## config.mk

```make
export PLATFORM = sky130hd
export DESIGN_NAME = priority_server_preempt_scheduler_flat
export DESIGN_NICKNAME = d
export VERILOG_FILES = /design/src/design/psp_pkg.sv /design/src/design/psp_evt_if.sv /design/src/design/psp_res_if.sv /design/src/design/psp_ctrl.sv /design/src/design/psp_dp.sv /design/src/design/priority_server_preempt_scheduler.sv /design/src/flat_wrapper.sv
export SDC_FILE = /design/constraint.sdc
export NUM_CORES = 1
export LEC_CHECK = 0
export ABC_AREA = 1
export BUFFER_PORTS_ARGS = -buffer_cell sky130_fd_sc_hd__buf_4
export CAP_MARGIN = 5
export CORE_UTILIZATION = 60
export CTS_CLUSTER_DIAMETER = 50
export DETAILED_ROUTE_END_ITERATION = 12
export PLACE_DENSITY = 0.76
export SETUP_SLACK_MARGIN = 0.02
export SLEW_MARGIN = 40
export SYNTH_ARGS = -nofsm -noshare
export SYNTH_HDL_FRONTEND = slang
export SYNTH_SLANG_ARGS = --single-unit
```

## constraint.sdc

```tcl
create_clock -name clk -period 5 [get_ports clk]
set_clock_uncertainty 0.05 [all_clocks]
set_input_delay 1 -clock clk [delete_from_list [all_inputs] [get_ports clk]]
set_output_delay 1 -clock clk [all_outputs]
set_load 0.1 [all_outputs]
```

## src/design/psp_pkg.sv

```systemverilog
package psp_pkg;

    localparam int SERVERS     = 4;
    localparam int PRIORITIES  = 2;
    localparam int MAX_RESULTS = 4;

    localparam int FUNC_W    = 2;
    localparam int PRIO_W    = 3;
    localparam int SID_W     = 4;
    localparam int ACT_W     = 3;
    localparam int CNT_W     = 6;
    localparam int CFG_IDX_W = 1;
    localparam int CFG_W     = 6;

    localparam int SRV_IDX_W = (SERVERS > 1) ? $clog2(SERVERS) : 1;
    localparam int PIDX_W    = $clog2(PRIORITIES);
    localparam int CUR_W     = $clog2(SERVERS + 1);
    localparam int NRES_W    = $clog2(MAX_RESULTS + 1);
    localparam int TOT_W     = CNT_W + $clog2(PRIORITIES);

    // event kinds
    localparam logic [FUNC_W-1:0] FN_ARRIVE   = 2'd0;
    localparam logic [FUNC_W-1:0] FN_COMPLETE = 2'd1;
    localparam logic [FUNC_W-1:0] FN_CHECK    = 2'd2;

    // result actions
    localparam logic [ACT_W-1:0] ACT_START   = 3'd0;
    localparam logic [ACT_W-1:0] ACT_PREEMPT = 3'd1;
    localparam logic [ACT_W-1:0] ACT_QUEUED  = 3'd2;
    localparam logic [ACT_W-1:0] ACT_REFUSED = 3'd3;
    localparam logic [ACT_W-1:0] ACT_IDLE    = 3'd4;
    localparam logic [ACT_W-1:0] ACT_NONE    = 3'd5;

    // configuration register indexes
    localparam logic [CFG_IDX_W-1:0] REG_QUEUE_LIMIT = 1'b0;
    localparam logic [CFG_IDX_W-1:0] REG_THRESHOLD   = 1'b1;

    localparam logic [CFG_W-1:0] QUEUE_LIMIT_RST = 6'd6;
    localparam logic [CFG_W-1:0] THRESHOLD_RST   = 6'd2;

    typedef logic [PRIO_W-1:0] prio_t;
    typedef logic [CNT_W-1:0]  cnt_t;
    typedef logic [PRIORITIES-1:0][CNT_W-1:0] cnt_vec_t;

    typedef struct packed {
        logic load;
        logic step;
    } cmd_t;

    typedef struct packed {
        logic last;
    } sts_t;

endpackage

```

## src/design/psp_evt_if.sv

```systemverilog
interface psp_evt_if;
    logic                        valid;
    logic                        ready;
    logic [psp_pkg::FUNC_W-1:0]  func;
    logic [psp_pkg::PRIO_W-1:0]  job_priority;
    logic [psp_pkg::SID_W-1:0]   server_id;

    modport source (output valid, output func, output job_priority, output server_id,
                    input ready);
    modport sink (input valid, input func, input job_priority, input server_id,
                  output ready);
endinterface

```

## src/design/psp_res_if.sv

```systemverilog
interface psp_res_if;
    logic                       valid;
    logic                       ready;
    logic [psp_pkg::ACT_W-1:0]  action;
    logic [psp_pkg::SID_W-1:0]  server_sel;
    logic [psp_pkg::PRIO_W-1:0] started_priority;
    logic [psp_pkg::PRIO_W-1:0] preempted_priority;
    logic [psp_pkg::PRIO_W-1:0] lost_priority;
    logic                       last;

    modport source (output valid, output action, output server_sel,
                    output started_priority, output preempted_priority,
                    output lost_priority, output last, input ready);
    modport sink (input valid, input action, input server_sel,
                  input started_priority, input preempted_priority,
                  input lost_priority, input last, output ready);
endinterface

```

## src/design/psp_ctrl.sv

```systemverilog
module psp_ctrl
(
    input  logic           clk,
    input  logic           rst_n,
    input  logic           evt_valid,
    output logic           evt_ready,
    output logic           res_valid,
    input  logic           res_ready,
    output psp_pkg::cmd_t  cmd,
    input  psp_pkg::sts_t  sts
);

    localparam logic S_IDLE = 1'b0;
    localparam logic S_RUN  = 1'b1;

    logic state_reg;
    logic state_next;
    logic res_valid_reg;
    logic res_valid_next;

    assign evt_ready = (state_reg == S_IDLE);
    assign res_valid = res_valid_reg;

    always_comb
    begin
        cmd.load = evt_valid && (state_reg == S_IDLE);
        // one step per free output slot
        cmd.step = (state_reg == S_RUN) && (!res_valid_reg || res_ready);
    end

    always_comb
    begin
        state_next = state_reg;
        case (state_reg)
            S_IDLE:
            begin
                if (cmd.load)
                begin
                    state_next = S_RUN;
                end
            end
            S_RUN:
            begin
                if (cmd.step && sts.last)
                begin
                    state_next = S_IDLE;
                end
            end
            default:
            begin
                state_next = S_IDLE;
            end
        endcase
    end

    always_comb
    begin
        if (cmd.step)
        begin
            res_valid_next = 1'b1;
        end
        else if (res_ready)
        begin
            res_valid_next = 1'b0;
        end
        else
        begin
            res_valid_next = res_valid_reg;
        end
    end

    always_ff @(posedge clk or negedge rst_n)
    begin
        if (!rst_n)
        begin
            state_reg     <= S_IDLE;
            res_valid_reg <= 1'b0;
        end
        else
        begin
            state_reg     <= state_next;
            res_valid_reg <= res_valid_next;
        end
    end

endmodule

```

## src/design/psp_dp.sv

```systemverilog
module psp_dp
(
    input  logic                             clk,
    input  logic                             rst_n,
    input  psp_pkg::cmd_t                    cmd,
    output psp_pkg::sts_t                    sts,
    input  logic                             cfg_we,
    input  logic [psp_pkg::CFG_IDX_W-1:0]    cfg_index,
    input  logic [psp_pkg::CFG_W-1:0]        cfg_data,
    input  logic [psp_pkg::FUNC_W-1:0]       func,
    input  logic [psp_pkg::PRIO_W-1:0]       job_priority,
    input  logic [psp_pkg::SID_W-1:0]        server_id,
    output logic [psp_pkg::ACT_W-1:0]        action,
    output logic [psp_pkg::SID_W-1:0]        server_sel,
    output logic [psp_pkg::PRIO_W-1:0]       started_priority,
    output logic [psp_pkg::PRIO_W-1:0]       preempted_priority,
    output logic [psp_pkg::PRIO_W-1:0]       lost_priority,
    output logic                             last
);

    typedef struct packed {
        psp_pkg::cnt_vec_t wc;
        psp_pkg::prio_t    lost;
    } enq_t;

    // Queue a job of priority p; displace the lowest waiting job below p when full.
    function automatic enq_t enqueue(psp_pkg::cnt_vec_t wc, psp_pkg::prio_t p,
                                     psp_pkg::cnt_t limit);
        enq_t                          r;
        logic [psp_pkg::TOT_W-1:0]     total;
        logic                          done;
        logic [psp_pkg::PIDX_W-1:0]    pi;
        r     = '{wc: wc, lost: p};
        total = '0;
        done  = 1'b0;
        pi    = psp_pkg::PIDX_W'(p - 1'b1);
        for (int i = 0; i < psp_pkg::PRIORITIES; i++)
        begin
            total = total + psp_pkg::TOT_W'(wc[i]);
        end
        if (total < psp_pkg::TOT_W'(limit))
        begin
            r.wc[pi] = wc[pi] + 1'b1;
            r.lost   = '0;
        end
        else
        begin
            for (int lo = psp_pkg::PRIORITIES; lo >= 1; lo--)
            begin
                if (!done && (lo > int'(p)) && (wc[lo-1] != '0))
                begin
                    r.wc[lo-1] = wc[lo-1] - 1'b1;
                    r.wc[pi]   = r.wc[pi] + 1'b1;
                    r.lost     = psp_pkg::PRIO_W'(lo);
                    done       = 1'b1;
                end
            end
        end
        return r;
    endfunction

    psp_pkg::prio_t                  srv_reg [psp_pkg::SERVERS];
    psp_pkg::prio_t                  srv_next [psp_pkg::SERVERS];
    psp_pkg::cnt_vec_t               wc_reg;
    psp_pkg::cnt_vec_t               wc_next;
    psp_pkg::cnt_t                   qlim_reg;
    psp_pkg::cnt_t                   thr_reg;

    logic [psp_pkg::FUNC_W-1:0]      func_reg;
    psp_pkg::prio_t                  k_reg;
    logic [psp_pkg::SID_W-1:0]       sid_reg;
    logic                            en_reg;
    logic [psp_pkg::CUR_W-1:0]       cur_reg;
    logic [psp_pkg::CUR_W-1:0]       cur_next;
    logic [psp_pkg::NRES_W-1:0]      nres_reg;
    logic [psp_pkg::NRES_W-1:0]      nres_next;
    psp_pkg::prio_t                  k_clamped;

    logic [psp_pkg::ACT_W-1:0]       action_reg;
    logic [psp_pkg::ACT_W-1:0]       action_next;
    logic [psp_pkg::SID_W-1:0]       sidx_reg;
    logic [psp_pkg::SID_W-1:0]       sidx_next;
    psp_pkg::prio_t                  started_reg;
    psp_pkg::prio_t                  started_next;
    psp_pkg::prio_t                  pre_reg;
    psp_pkg::prio_t                  pre_next;
    psp_pkg::prio_t                  lost_reg;
    psp_pkg::prio_t                  lost_next;
    logic                            last_reg;
    logic                            last_next;

    logic                            free_found;
    logic [psp_pkg::SRV_IDX_W-1:0]   free_idx;
    logic                            pre_found;
    logic [psp_pkg::SRV_IDX_W-1:0]   pre_idx;
    psp_pkg::prio_t                  pre_low;
    logic                            chk_found;
    logic [psp_pkg::SRV_IDX_W-1:0]   chk_idx;
    logic                            chk_later;
    logic                            sid_ok;
    logic [psp_pkg::SRV_IDX_W-1:0]   sid_idx;
    logic                            take_found;
    psp_pkg::prio_t                  take_low;
    psp_pkg::cnt_vec_t               wc_dec;
    enq_t                            enq;

    assign action             = action_reg;
    assign server_sel         = sidx_reg;
    assign started_priority   = started_reg;
    assign preempted_priority = pre_reg;
    assign lost_priority      = lost_reg;
    assign last               = last_reg;
    assign sts.last           = last_next;

    // clamp the arriving priority into 1..PRIORITIES
    always_comb
    begin
        if (job_priority == '0)
        begin
            k_clamped = psp_pkg::PRIO_W'(1);
        end
        else if (job_priority > psp_pkg::PRIO_W'(psp_pkg::PRIORITIES))
        begin
            k_clamped = psp_pkg::PRIO_W'(psp_pkg::PRIORITIES);
        end
        else
        begin
            k_clamped = job_priority;
        end
    end

    // server searches
    always_comb
    begin
        free_found = 1'b0;
        free_idx   = '0;
        pre_found  = 1'b0;
        pre_idx    = '0;
        pre_low    = '0;
        chk_found  = 1'b0;
        chk_idx    = '0;
        chk_later  = 1'b0;
        for (int i = 0; i < psp_pkg::SERVERS; i++)
        begin
            if (!free_found && (srv_reg[i] == '0))
            begin
                free_found = 1'b1;
                free_idx   = psp_pkg::SRV_IDX_W'(i);
            end
        end
        for (int lo = psp_pkg::PRIORITIES; lo >= 1; lo--)
        begin
            for (int i = 0; i < psp_pkg::SERVERS; i++)
            begin
                if (!pre_found && (lo > int'(k_reg))
                    && (srv_reg[i] == psp_pkg::PRIO_W'(lo)))
                begin
                    pre_found = 1'b1;
                    pre_idx   = psp_pkg::SRV_IDX_W'(i);
                    pre_low   = psp_pkg::PRIO_W'(lo);
                end
            end
        end
        for (int i = 0; i < psp_pkg::SERVERS; i++)
        begin
            if (!chk_found && (i >= int'(cur_reg)) && (srv_reg[i] > psp_pkg::PRIO_W'(1)))
            begin
                chk_found = 1'b1;
                chk_idx   = psp_pkg::SRV_IDX_W'(i);
            end
        end
        for (int i = 0; i < psp_pkg::SERVERS; i++)
        begin
            if (chk_found && (i > int'(chk_idx)) && (srv_reg[i] > psp_pkg::PRIO_W'(1)))
            begin
                chk_later = 1'b1;
            end
        end
    end

    // completion: highest waiting priority
    always_comb
    begin
        sid_ok     = ({1'b0, sid_reg} < (psp_pkg::SID_W + 1)'(psp_pkg::SERVERS));
        sid_idx    = sid_reg[psp_pkg::SRV_IDX_W-1:0];
        take_found = 1'b0;
        take_low   = '0;
        for (int lo = 1; lo <= psp_pkg::PRIORITIES; lo++)
        begin
            if (!take_found && (wc_reg[lo-1] != '0))
            begin
                take_found = 1'b1;
                take_low   = psp_pkg::PRIO_W'(lo);
            end
        end
    end

    // one step of the current event
    always_comb
    begin
        srv_next     = srv_reg;
        wc_next      = wc_reg;
        cur_next     = cur_reg;
        nres_next    = nres_reg + 1'b1;
        action_next  = psp_pkg::ACT_NONE;
        sidx_next    = '0;
        started_next = '0;
        pre_next     = '0;
        lost_next    = '0;
        last_next    = 1'b1;
        wc_dec       = wc_reg;
        wc_dec[0]    = wc_reg[0] - 1'b1;
        enq          = enqueue(wc_reg, k_reg, qlim_reg);
        case (func_reg)
            psp_pkg::FN_ARRIVE:
            begin
                if (free_found)
                begin
                    srv_next[free_idx] = k_reg;
                    action_next        = psp_pkg::ACT_START;
                    sidx_next          = psp_pkg::SID_W'(free_idx);
                    started_next       = k_reg;
                end
                else if ((wc_reg[0] >= thr_reg) && pre_found)
                begin
                    enq               = enqueue(wc_reg, pre_low, qlim_reg);
                    srv_next[pre_idx] = k_reg;
                    wc_next           = enq.wc;
                    action_next       = psp_pkg::ACT_PREEMPT;
                    sidx_next         = psp_pkg::SID_W'(pre_idx);
                    started_next      = k_reg;
                    pre_next          = pre_low;
                    lost_next         = enq.lost;
                end
                else
                begin
                    wc_next      = enq.wc;
                    started_next = k_reg;
                    lost_next    = enq.lost;
                    action_next  = (enq.lost == k_reg) ? psp_pkg::ACT_REFUSED
                                                       : psp_pkg::ACT_QUEUED;
                end
            end
            psp_pkg::FN_COMPLETE:
            begin
                if (sid_ok && (srv_reg[sid_idx] != '0))
                begin
                    sidx_next = sid_reg;
                    if (take_found)
                    begin
                        wc_next[psp_pkg::PIDX_W'(take_low - 1'b1)] =
                            wc_reg[psp_pkg::PIDX_W'(take_low - 1'b1)] - 1'b1;
                        srv_next[sid_idx] = take_low;
                        action_next       = psp_pkg::ACT_START;
                        started_next      = take_low;
                    end
                    else
                    begin
                        srv_next[sid_idx] = '0;
                        action_next       = psp_pkg::ACT_IDLE;
                    end
                end
            end
            psp_pkg::FN_CHECK:
            begin
                if (en_reg && chk_found && (wc_reg[0] != '0)
                    && (nres_reg < psp_pkg::NRES_W'(psp_pkg::MAX_RESULTS)))
                begin
                    enq               = enqueue(wc_dec, srv_reg[chk_idx], qlim_reg);
                    srv_next[chk_idx] = psp_pkg::PRIO_W'(1);
                    wc_next           = enq.wc;
                    cur_next          = psp_pkg::CUR_W'(chk_idx) + 1'b1;
                    action_next       = psp_pkg::ACT_PREEMPT;
                    sidx_next         = psp_pkg::SID_W'(chk_idx);
                    started_next      = psp_pkg::PRIO_W'(1);
                    pre_next          = srv_reg[chk_idx];
                    lost_next         = enq.lost;
                    // more to come only if top-priority jobs remain and a later
                    // server still runs a lower priority
                    last_next = !((wc_dec[0] != '0) && chk_later
                                  && (nres_next < psp_pkg::NRES_W'(psp_pkg::MAX_RESULTS)));
                end
            end
            default:
            begin
                action_next = psp_pkg::ACT_NONE;
            end
        endcase
    end

    always_ff @(posedge clk or negedge rst_n)
    begin
        if (!rst_n)
        begin
            for (int i = 0; i < psp_pkg::SERVERS; i++)
            begin
                srv_reg[i] <= '0;
            end
            wc_reg   <= '0;
            qlim_reg <= psp_pkg::QUEUE_LIMIT_RST;
            thr_reg  <= psp_pkg::THRESHOLD_RST;
            cur_reg  <= '0;
            nres_reg <= '0;
            en_reg   <= 1'b0;
        end
        else
        begin
            if (cfg_we)
            begin
                case (cfg_index)
                    psp_pkg::REG_QUEUE_LIMIT: qlim_reg <= cfg_data;
                    psp_pkg::REG_THRESHOLD:   thr_reg  <= cfg_data;
                    default:                  qlim_reg <= qlim_reg;
                endcase
            end
            if (cmd.load)
            begin
                cur_reg  <= '0;
                nres_reg <= '0;
                en_reg   <= (wc_reg[0] >= thr_reg);
            end
            else if (cmd.step)
            begin
                srv_reg  <= srv_next;
                wc_reg   <= wc_next;
                cur_reg  <= cur_next;
                nres_reg <= nres_next;
            end
        end
    end

    // event and result payload
    always_ff @(posedge clk)
    begin
        if (cmd.load)
        begin
            func_reg <= func;
            k_reg    <= k_clamped;
            sid_reg  <= server_id;
        end
        if (cmd.step)
        begin
            action_reg  <= action_next;
            sidx_reg    <= sidx_next;
            started_reg <= started_next;
            pre_reg     <= pre_next;
            lost_reg    <= lost_next;
            last_reg    <= last_next;
        end
    end

endmodule

```

## src/design/priority_server_preempt_scheduler.sv

```systemverilog
// Preemptive priority scheduler for a fixed pool of servers.
// evt channel: one event per transfer. func selects arrival, completion or
//   preemption check; job_priority is used by arrivals (1 is highest, out of
//   range values are clamped), server_id by completions.
// res channel: one or more results per event, in order; last marks the final
//   result of an event. Arrivals, completions and unused codes give one result,
//   a check gives one result per preempted server (up to four) or a single
//   no-change result.
// cfg port: write queue_limit (index 0) or preempt_threshold (index 1) with
//   cfg_we; write only while no event is in flight.
// Timing: an event transfers when the block is idle, then the sequencer issues
//   one result per cycle into the output register while res.ready lets that
//   register drain. An arrival or completion is accepted and then takes one step;
//   a check takes one step per result. The single shared step unit sets the rate.
// Reset: all servers idle, all waiting counts zero, queue_limit 6 and
//   preempt_threshold 2; no result is pending.
// Stall: a result waits in the output register while res.ready is low and the
//   sequencer holds; the next event may still transfer once the last step is done.
module priority_server_preempt_scheduler
(
    input  logic                           clk,
    input  logic                           rst_n,
    psp_evt_if.sink                        evt,
    psp_res_if.source                      res,
    input  logic                           cfg_we,
    input  logic [psp_pkg::CFG_IDX_W-1:0]  cfg_index,
    input  logic [psp_pkg::CFG_W-1:0]      cfg_data
);

    psp_pkg::cmd_t cmd;
    psp_pkg::sts_t sts;

    // sequencer: accept, step, hand results to the output register
    psp_ctrl u_ctrl
    (
        .clk       (clk),
        .rst_n     (rst_n),
        .evt_valid (evt.valid),
        .evt_ready (evt.ready),
        .res_valid (res.valid),
        .res_ready (res.ready),
        .cmd       (cmd),
        .sts       (sts)
    );

    // server table, waiting counts, configuration and result payload
    psp_dp u_dp
    (
        .clk                (clk),
        .rst_n              (rst_n),
        .cmd                (cmd),
        .sts                (sts),
        .cfg_we             (cfg_we),
        .cfg_index          (cfg_index),
        .cfg_data           (cfg_data),
        .func               (evt.func),
        .job_priority       (evt.job_priority),
        .server_id          (evt.server_id),
        .action             (res.action),
        .server_sel         (res.server_sel),
        .started_priority   (res.started_priority),
        .preempted_priority (res.preempted_priority),
        .lost_priority      (res.lost_priority),
        .last               (res.last)
    );

endmodule

```

## src/flat_wrapper.sv

```systemverilog
// flat-port wrapper written by rule: the top's interface ports become plain ports
module priority_server_preempt_scheduler_flat 
  (clk, rst_n, cfg_we, cfg_index, cfg_data, evt_valid, evt_func, evt_job_priority, evt_server_id, evt_ready, res_valid, res_action, res_server_sel, res_started_priority, res_preempted_priority, res_lost_priority, res_last, res_ready);
  psp_evt_if evt_i ();
  psp_res_if res_i ();
  input  logic clk;
  input  logic rst_n;
  input  logic cfg_we;
  input  logic [psp_pkg::CFG_IDX_W-1:0] cfg_index;
  input  logic [psp_pkg::CFG_W-1:0] cfg_data;
  input wire logic [$bits(evt_i.valid)-1:0] evt_valid;
  input wire logic [$bits(evt_i.func)-1:0] evt_func;
  input wire logic [$bits(evt_i.job_priority)-1:0] evt_job_priority;
  input wire logic [$bits(evt_i.server_id)-1:0] evt_server_id;
  output wire logic [$bits(evt_i.ready)-1:0] evt_ready;
  output wire logic [$bits(res_i.valid)-1:0] res_valid;
  output wire logic [$bits(res_i.action)-1:0] res_action;
  output wire logic [$bits(res_i.server_sel)-1:0] res_server_sel;
  output wire logic [$bits(res_i.started_priority)-1:0] res_started_priority;
  output wire logic [$bits(res_i.preempted_priority)-1:0] res_preempted_priority;
  output wire logic [$bits(res_i.lost_priority)-1:0] res_lost_priority;
  output wire logic [$bits(res_i.last)-1:0] res_last;
  input wire logic [$bits(res_i.ready)-1:0] res_ready;
  assign evt_i.valid = evt_valid;
  assign evt_i.func = evt_func;
  assign evt_i.job_priority = evt_job_priority;
  assign evt_i.server_id = evt_server_id;
  assign evt_ready = evt_i.ready;
  assign res_valid = res_i.valid;
  assign res_action = res_i.action;
  assign res_server_sel = res_i.server_sel;
  assign res_started_priority = res_i.started_priority;
  assign res_preempted_priority = res_i.preempted_priority;
  assign res_lost_priority = res_i.lost_priority;
  assign res_last = res_i.last;
  assign res_i.ready = res_ready;
  priority_server_preempt_scheduler u_core (.clk(clk), .rst_n(rst_n), .evt(evt_i), .res(res_i), .cfg_we(cfg_we), .cfg_index(cfg_index), .cfg_data(cfg_data));
endmodule
```

==> results of run 1 <==
==> worst reg2reg max path, cell delays in order, from the launching register on <==
cell and delay, ns:
dfrtp_1 0.47, inv_2 0.24, nand3_1 0.16, xor2_1 0.20, inv_1 0.18, ha_1 0.39
nand2_1 0.09, nor2_1 0.04, a211oi_1 0.28, xor2_1 0.18, inv_1 0.06, ha_1 0.30
nand3_1 0.09, nand2_1 0.04, o21ai_0 0.15, and3_1 0.20, clkinv_1 0.26, nand2_1 0.29
a22oi_1 0.14, nand2_1 0.09, nand2_1 0.05, o21ai_1 0.19, o211ai_1 0.13, nand2_1 0.09
==> how the worst max path moves through the flow <==
| stage | start | endpoint |
|---|---|---|
| 2_1_floorplan | flip-flop | flip-flop |
| 3_5_place_dp | flip-flop | flip-flop |
| 4_1_cts | flip-flop | flip-flop |
| 3_3_place_gp | flip-flop | flip-flop |
| 6_report | flip-flop | flip-flop |
| 5_1_grt | flip-flop | flip-flop |
==> through the flow <==
step | setup slack (ns) | cell area [sq um]
after detailed placement | 0.6957 | 8617
after global placement | 0.7408 | 8617
after CTS | 0.6536 | 8907
final | 0.5966 | 8910
after floorplan | 1.017 | 8092
after global routing | 0.2765 | 8910
==> area by class of cell <==
class	count	area, sq um
tap	176	220.2
multi-input combinational	939	5290
inverter	191	718.2
fill	1215	4280
clock buffer	12	261.5
timing repair buffer	64	480.5
sequential	71	1911
clock inverter	4	28.78
==> cell usage after synthesis (15+ instances only) <==
| cell type | n |
|---|---|
| ha_1 | 52 |
| o21ai_0 | 97 |
| clkbuf_1 | 17 |
| inv_2 | 19 |
| nand3_1 | 100 |
| xnor2_1 | 16 |
| nand4_1 | 16 |
| xor2_1 | 23 |
| o21ai_1 | 30 |
| nor2_1 | 92 |
| o211ai_1 | 22 |
| a21oi_1 | 53 |
| edfxtp_1 | 26 |
| dfrtp_1 | 42 |
| inv_1 | 167 |
| nand2_1 | 294 |
| nand2_2 | 15 |
| o22ai_1 | 21 |
==> cells by family after synthesis <==
family,Yosys count,synth area share
AOI/OAI and AO/OA,279,0.2108
buffers and inverters,225,0.1105
adders and majority gates,54,0.08544
xor gates and xnor gates,41,0.04628
and+or+nand+nor,562,0.3102
DFF,71,0.2363
other,1,0.0004639
==> metal layers <==
layer  share of wire  track usage  routed length (um)
met5               0            0                   0
met4           0.057       0.2188                1493
met3           0.094      0.06928                2464
met2            0.45       0.6180               11790
met1            0.40       0.5000               10600
==> impl_metrics.ini, run 1 <==
[timing]
fin_hold_ws_ns = 0.4312
tightest_slew_ns = 0.8154
max_freq_mhz = 227.1
finalCriticalPeriod_ns = 4.403
finalHoldViolCount = 0
slew_violations = 0
finalSetupTns_ns = 0
rsz0062_at_grt = no
setup_violations = 0
relSlewSlack = 0.4544
post-route-period-util = 0.8807

[floorplan]
chipHeight_um = 118.1
start_util = 0.6129
dieArea_sq_um = 13940
num_rows = 42
core_sq_um = 13190
pin_count = 40
die_w_um = 118.1

[status]
status = complete, no violations

[critical_path]
critPathTopFamily = simple AND/OR/NAND/NOR gates
rrSetupSlack_ns = 0.60
worstRegToRegCells = 23
crit_top_cell = nand2_1
setup.worst_path.class = flip-flop to flip-flop
cp_max_fo = 10
crit_buf_inv = 4
crit_slowest_cell = dfrtp_1
required_ns = 5.22
critical_path.startpoint_type = flip-flop
cp.depth = 23
cpPeakStageDelay_ns = 0.47
end_kind = flip-flop
arrival_ns = 4.62
crit_chain = inv_2, nand3_1, xor2_1, inv_1, ha_1, nand2_1, nor2_1, a211oi_1, xor2_1, inv_1, ha_1, nand3_1, nand2_1, o21ai_0, and3_1, clkinv_1, nand2_1, a22oi_1, nand2_1, nand2_1, o21ai_1, o211ai_1, nand2_1

[grt]
grt.total_usage = 0.3894
grt_pass1_vias = 8190
antenna_found_initial = 0
grt_pass1_wl_mm = 42.41
grt-ovfl-total = 0
grt_max_degree = 46

[layout]
finalNonFillerCells = 1457
final_common_cell = nand2_1
final_util = 0.6755
nets = 1351
drive_above_1_share = 0.1288
layout_common_cells = nand2_1 (294), inv_1 (166), nand3_1 (100)
diodes = 0
areaGrowthSynthToFinish_pct = 10.22

[clock_tree]
clk_path_buf_depth = 2
cts_sinks = 71
cts_repair_resize_count = 0
numCtsBuffers = 9
cts_tree = yes
clock_latency_ns = 0.34
cts-root-buf = clkbuf_16
cts_setup_buffers = 0
cts_htree_levels = 3
path_clk_slew_ns = 0.06
hold_buffers = 0

[synthesis]
synth_edf_count = 26
synth_area_leader_cell = nand2_1
ys.flop_type = dfrtp_1
async_flop_share = 0.6338
synth.area.top_cells = nand2_1 (14%), dfrtp_1 (13%), edfxtp_1 (9.7%)
syn_area_per_cell_sq_um = 6.556
yosysTopAreaCellShare = 0.1365
synth_seq_area_share = 0.2363
synthesis.area_sq_um = 8084
synth_cell_types = 60
synth_seq_cells = 71
yosysWarnings = 0
synthCells = 1233

[route]
drcViolationCount = 0
vias_per_cell = 6.004
dr.pass1.iters = 7
dr_total_vias = 8748
ant_nets = 0
wl_per_cell_um = 18.08
drt_iter0_markers = 931
wl_mm = 26.35

[placement]
dp_cells = 1441
dpl.hpwl_mm = 20.51
io_buffer_count = 38
place.gp.congestion = 1.009

[hold_path]
hold_end = u_core.u_dp.nres_reg[0]$_DFFE_PN0P_
hp-class = flip-flop to flip-flop
hp-start = u_core.u_dp.nres_reg[0]$_DFFE_PN0P_
min_path_cells = 1

[job]
maxCapViolCount = 0
Power of run 1 is left out: the tool's default activity adds up to more than one toggle a clock period on the data nets, which glitch-free logic cannot reach.
==> inputs of run 2 (changes only) <==
- CTS_BUF_LIST: not set -> sky130_fd_sc_hd__clkbuf_8 sky130_fd_sc_hd__clkbuf_16
==> run 2 against run 1 <==
  * Via count shrank 0.26%
  * Sequential share of layout area is essentially flat
  * Global-route usage is the same
  * Non-clock buffer count is the same
  * Clock-buffer cell count shrank 2
  * Die area is the same
  * Utilization is essentially flat
  * Final cell count is the same
  * Critical path type unchanged
==> impl_metrics.ini, run 2 (synthesized netlist as in run 1, its figures left out) <==
[hold_path]
min_path_cells = 1
hp-class = flip-flop to flip-flop
hp-start = u_core.u_dp.nres_reg[0]$_DFFE_PN0P_
hold_end = u_core.u_dp.nres_reg[0]$_DFFE_PN0P_

[timing]
finalCriticalPeriod_ns = 4.430
post-route-period-util = 0.8859
setup_violations = 0
rsz0062_at_grt = no
setup_slack_ns = 0.5704
max_freq_mhz = 225.8
finalSetupTns_ns = 0
slew_violations = 0
relSlewSlack = 0.4594
finalHoldViolCount = 0
tightest_slew_ns = 0.8079

[status]
status = complete, no violations

[critical_path]
crit_slowest_cell = dfrtp_1
crit_top_cell = nand2_1
cpPeakStageDelay_ns = 0.48
critPathTopFamily = simple AND/OR/NAND/NOR gates
cp_max_fo = 10
end_kind = flip-flop
rrSetupSlack_ns = 0.57
critical_path.startpoint_type = flip-flop
arrival_ns = 4.65
required_ns = 5.22
crit_chain = inv_2, nand3_1, xor2_1, inv_1, ha_1, nand2_1, nor2_1, a211oi_1, xor2_1, inv_1, ha_1, nand3_1, nand2_1, o21ai_0, and3_1, clkinv_1, nand2_1, a22oi_1, nand2_1, nand2_1, o21ai_1, o211ai_1, nand2_1
crit_buf_inv = 4
setup.worst_path.class = flip-flop to flip-flop
worstRegToRegCells = 23

[clock_tree]
hold_buffers = 0
cts-root-buf = clkbuf_16
numCtsBuffers = 9
cts_htree_levels = 3
cts_setup_buffers = 0
path_clk_slew_ns = 0.06
clock_latency_ns = 0.34
cts_sinks = 71
clk_path_buf_depth = 2
cts_repair_resize_count = 0
cts_tree = yes

[layout]
drive_above_1_share = 0.1280
final_common_cell = nand2_1
diodes = 0
areaGrowthSynthToFinish_pct = 10.17
nets = 1351
layout_common_cells = nand2_1 (294), inv_1 (168), nand3_1 (100)

[floorplan]
pin_count = 40
die_w_um = 118.1
num_rows = 42
start_util = 0.6129
dieArea_sq_um = 13940
core_sq_um = 13190
chipHeight_um = 118.1

[grt]
antenna_found_initial = 0
grt_pass1_vias = 8190
grt-ovfl-total = 0
grt_pass1_wl_mm = 42.41
grt_max_degree = 46
grt.total_usage = 0.3894

[placement]
io_buffer_count = 38
dpl.hpwl_mm = 20.51
pre_cts_slack_ns = 0.6957
place.gp.congestion = 1.009

[job]
maxCapViolCount = 0

[route]
wl_mm = 26.34
vias_per_cell = 5.988
wl_per_cell_um = 18.08
drt_iter0_markers = 932
dr.pass1.iters = 6
drcViolationCount = 0
ant_nets = 0
dr_total_vias = 8725
[run 2: cell count changes in the layout (fill, tap and decap cells not counted), sizes merged]
cell    before  now
inv        187  189
clkbuf      12   10
[run 2: final cells by class]
class	count	area (sq um)
well taps	176	220.2
repair buffers	64	480.5
fillers	1218	4284
multi-input cells	939	5290
inverters	191	718.2
clock buffers	10	250.2
clock inverters	6	36.28
flip-flops and latches	71	1911
[run 2: metrics by stage]
stage	instance area (sq um)	utilization	cells	hold slack, ns
global route	8906	0.6752	1457	0.4588
global placement	8617	0.6533	1441	0.4167
detailed placement	8617	0.6533	1441	0.4263
CTS	8904	0.6750	1457	0.4365
finish	8906	0.6752	1457	0.4311
floorplan	8092	-	1235	0.3961
[run 2: metal layers]
metal	vias to the layer above	share of wire	track usage
met2	449	0.45	0.6180
met1	3955	0.40	0.5000
met5	-	0	0
met3	109	0.093	0.06928
li1	4212	-	-
met4	0	0.056	0.2188
[run 2: how the worst max path moves through the flow]
stage           endpoint  cells after the start  startpoint
2_1_floorplan  flip-flop                     25   flip-flop
3_3_place_gp   flip-flop                     23   flip-flop
3_5_place_dp   flip-flop                     23   flip-flop
4_1_cts        flip-flop                     23   flip-flop
5_1_grt        flip-flop                     23   flip-flop
6_report       flip-flop                     23   flip-flop
Power of run 2 is left out for the same reason.
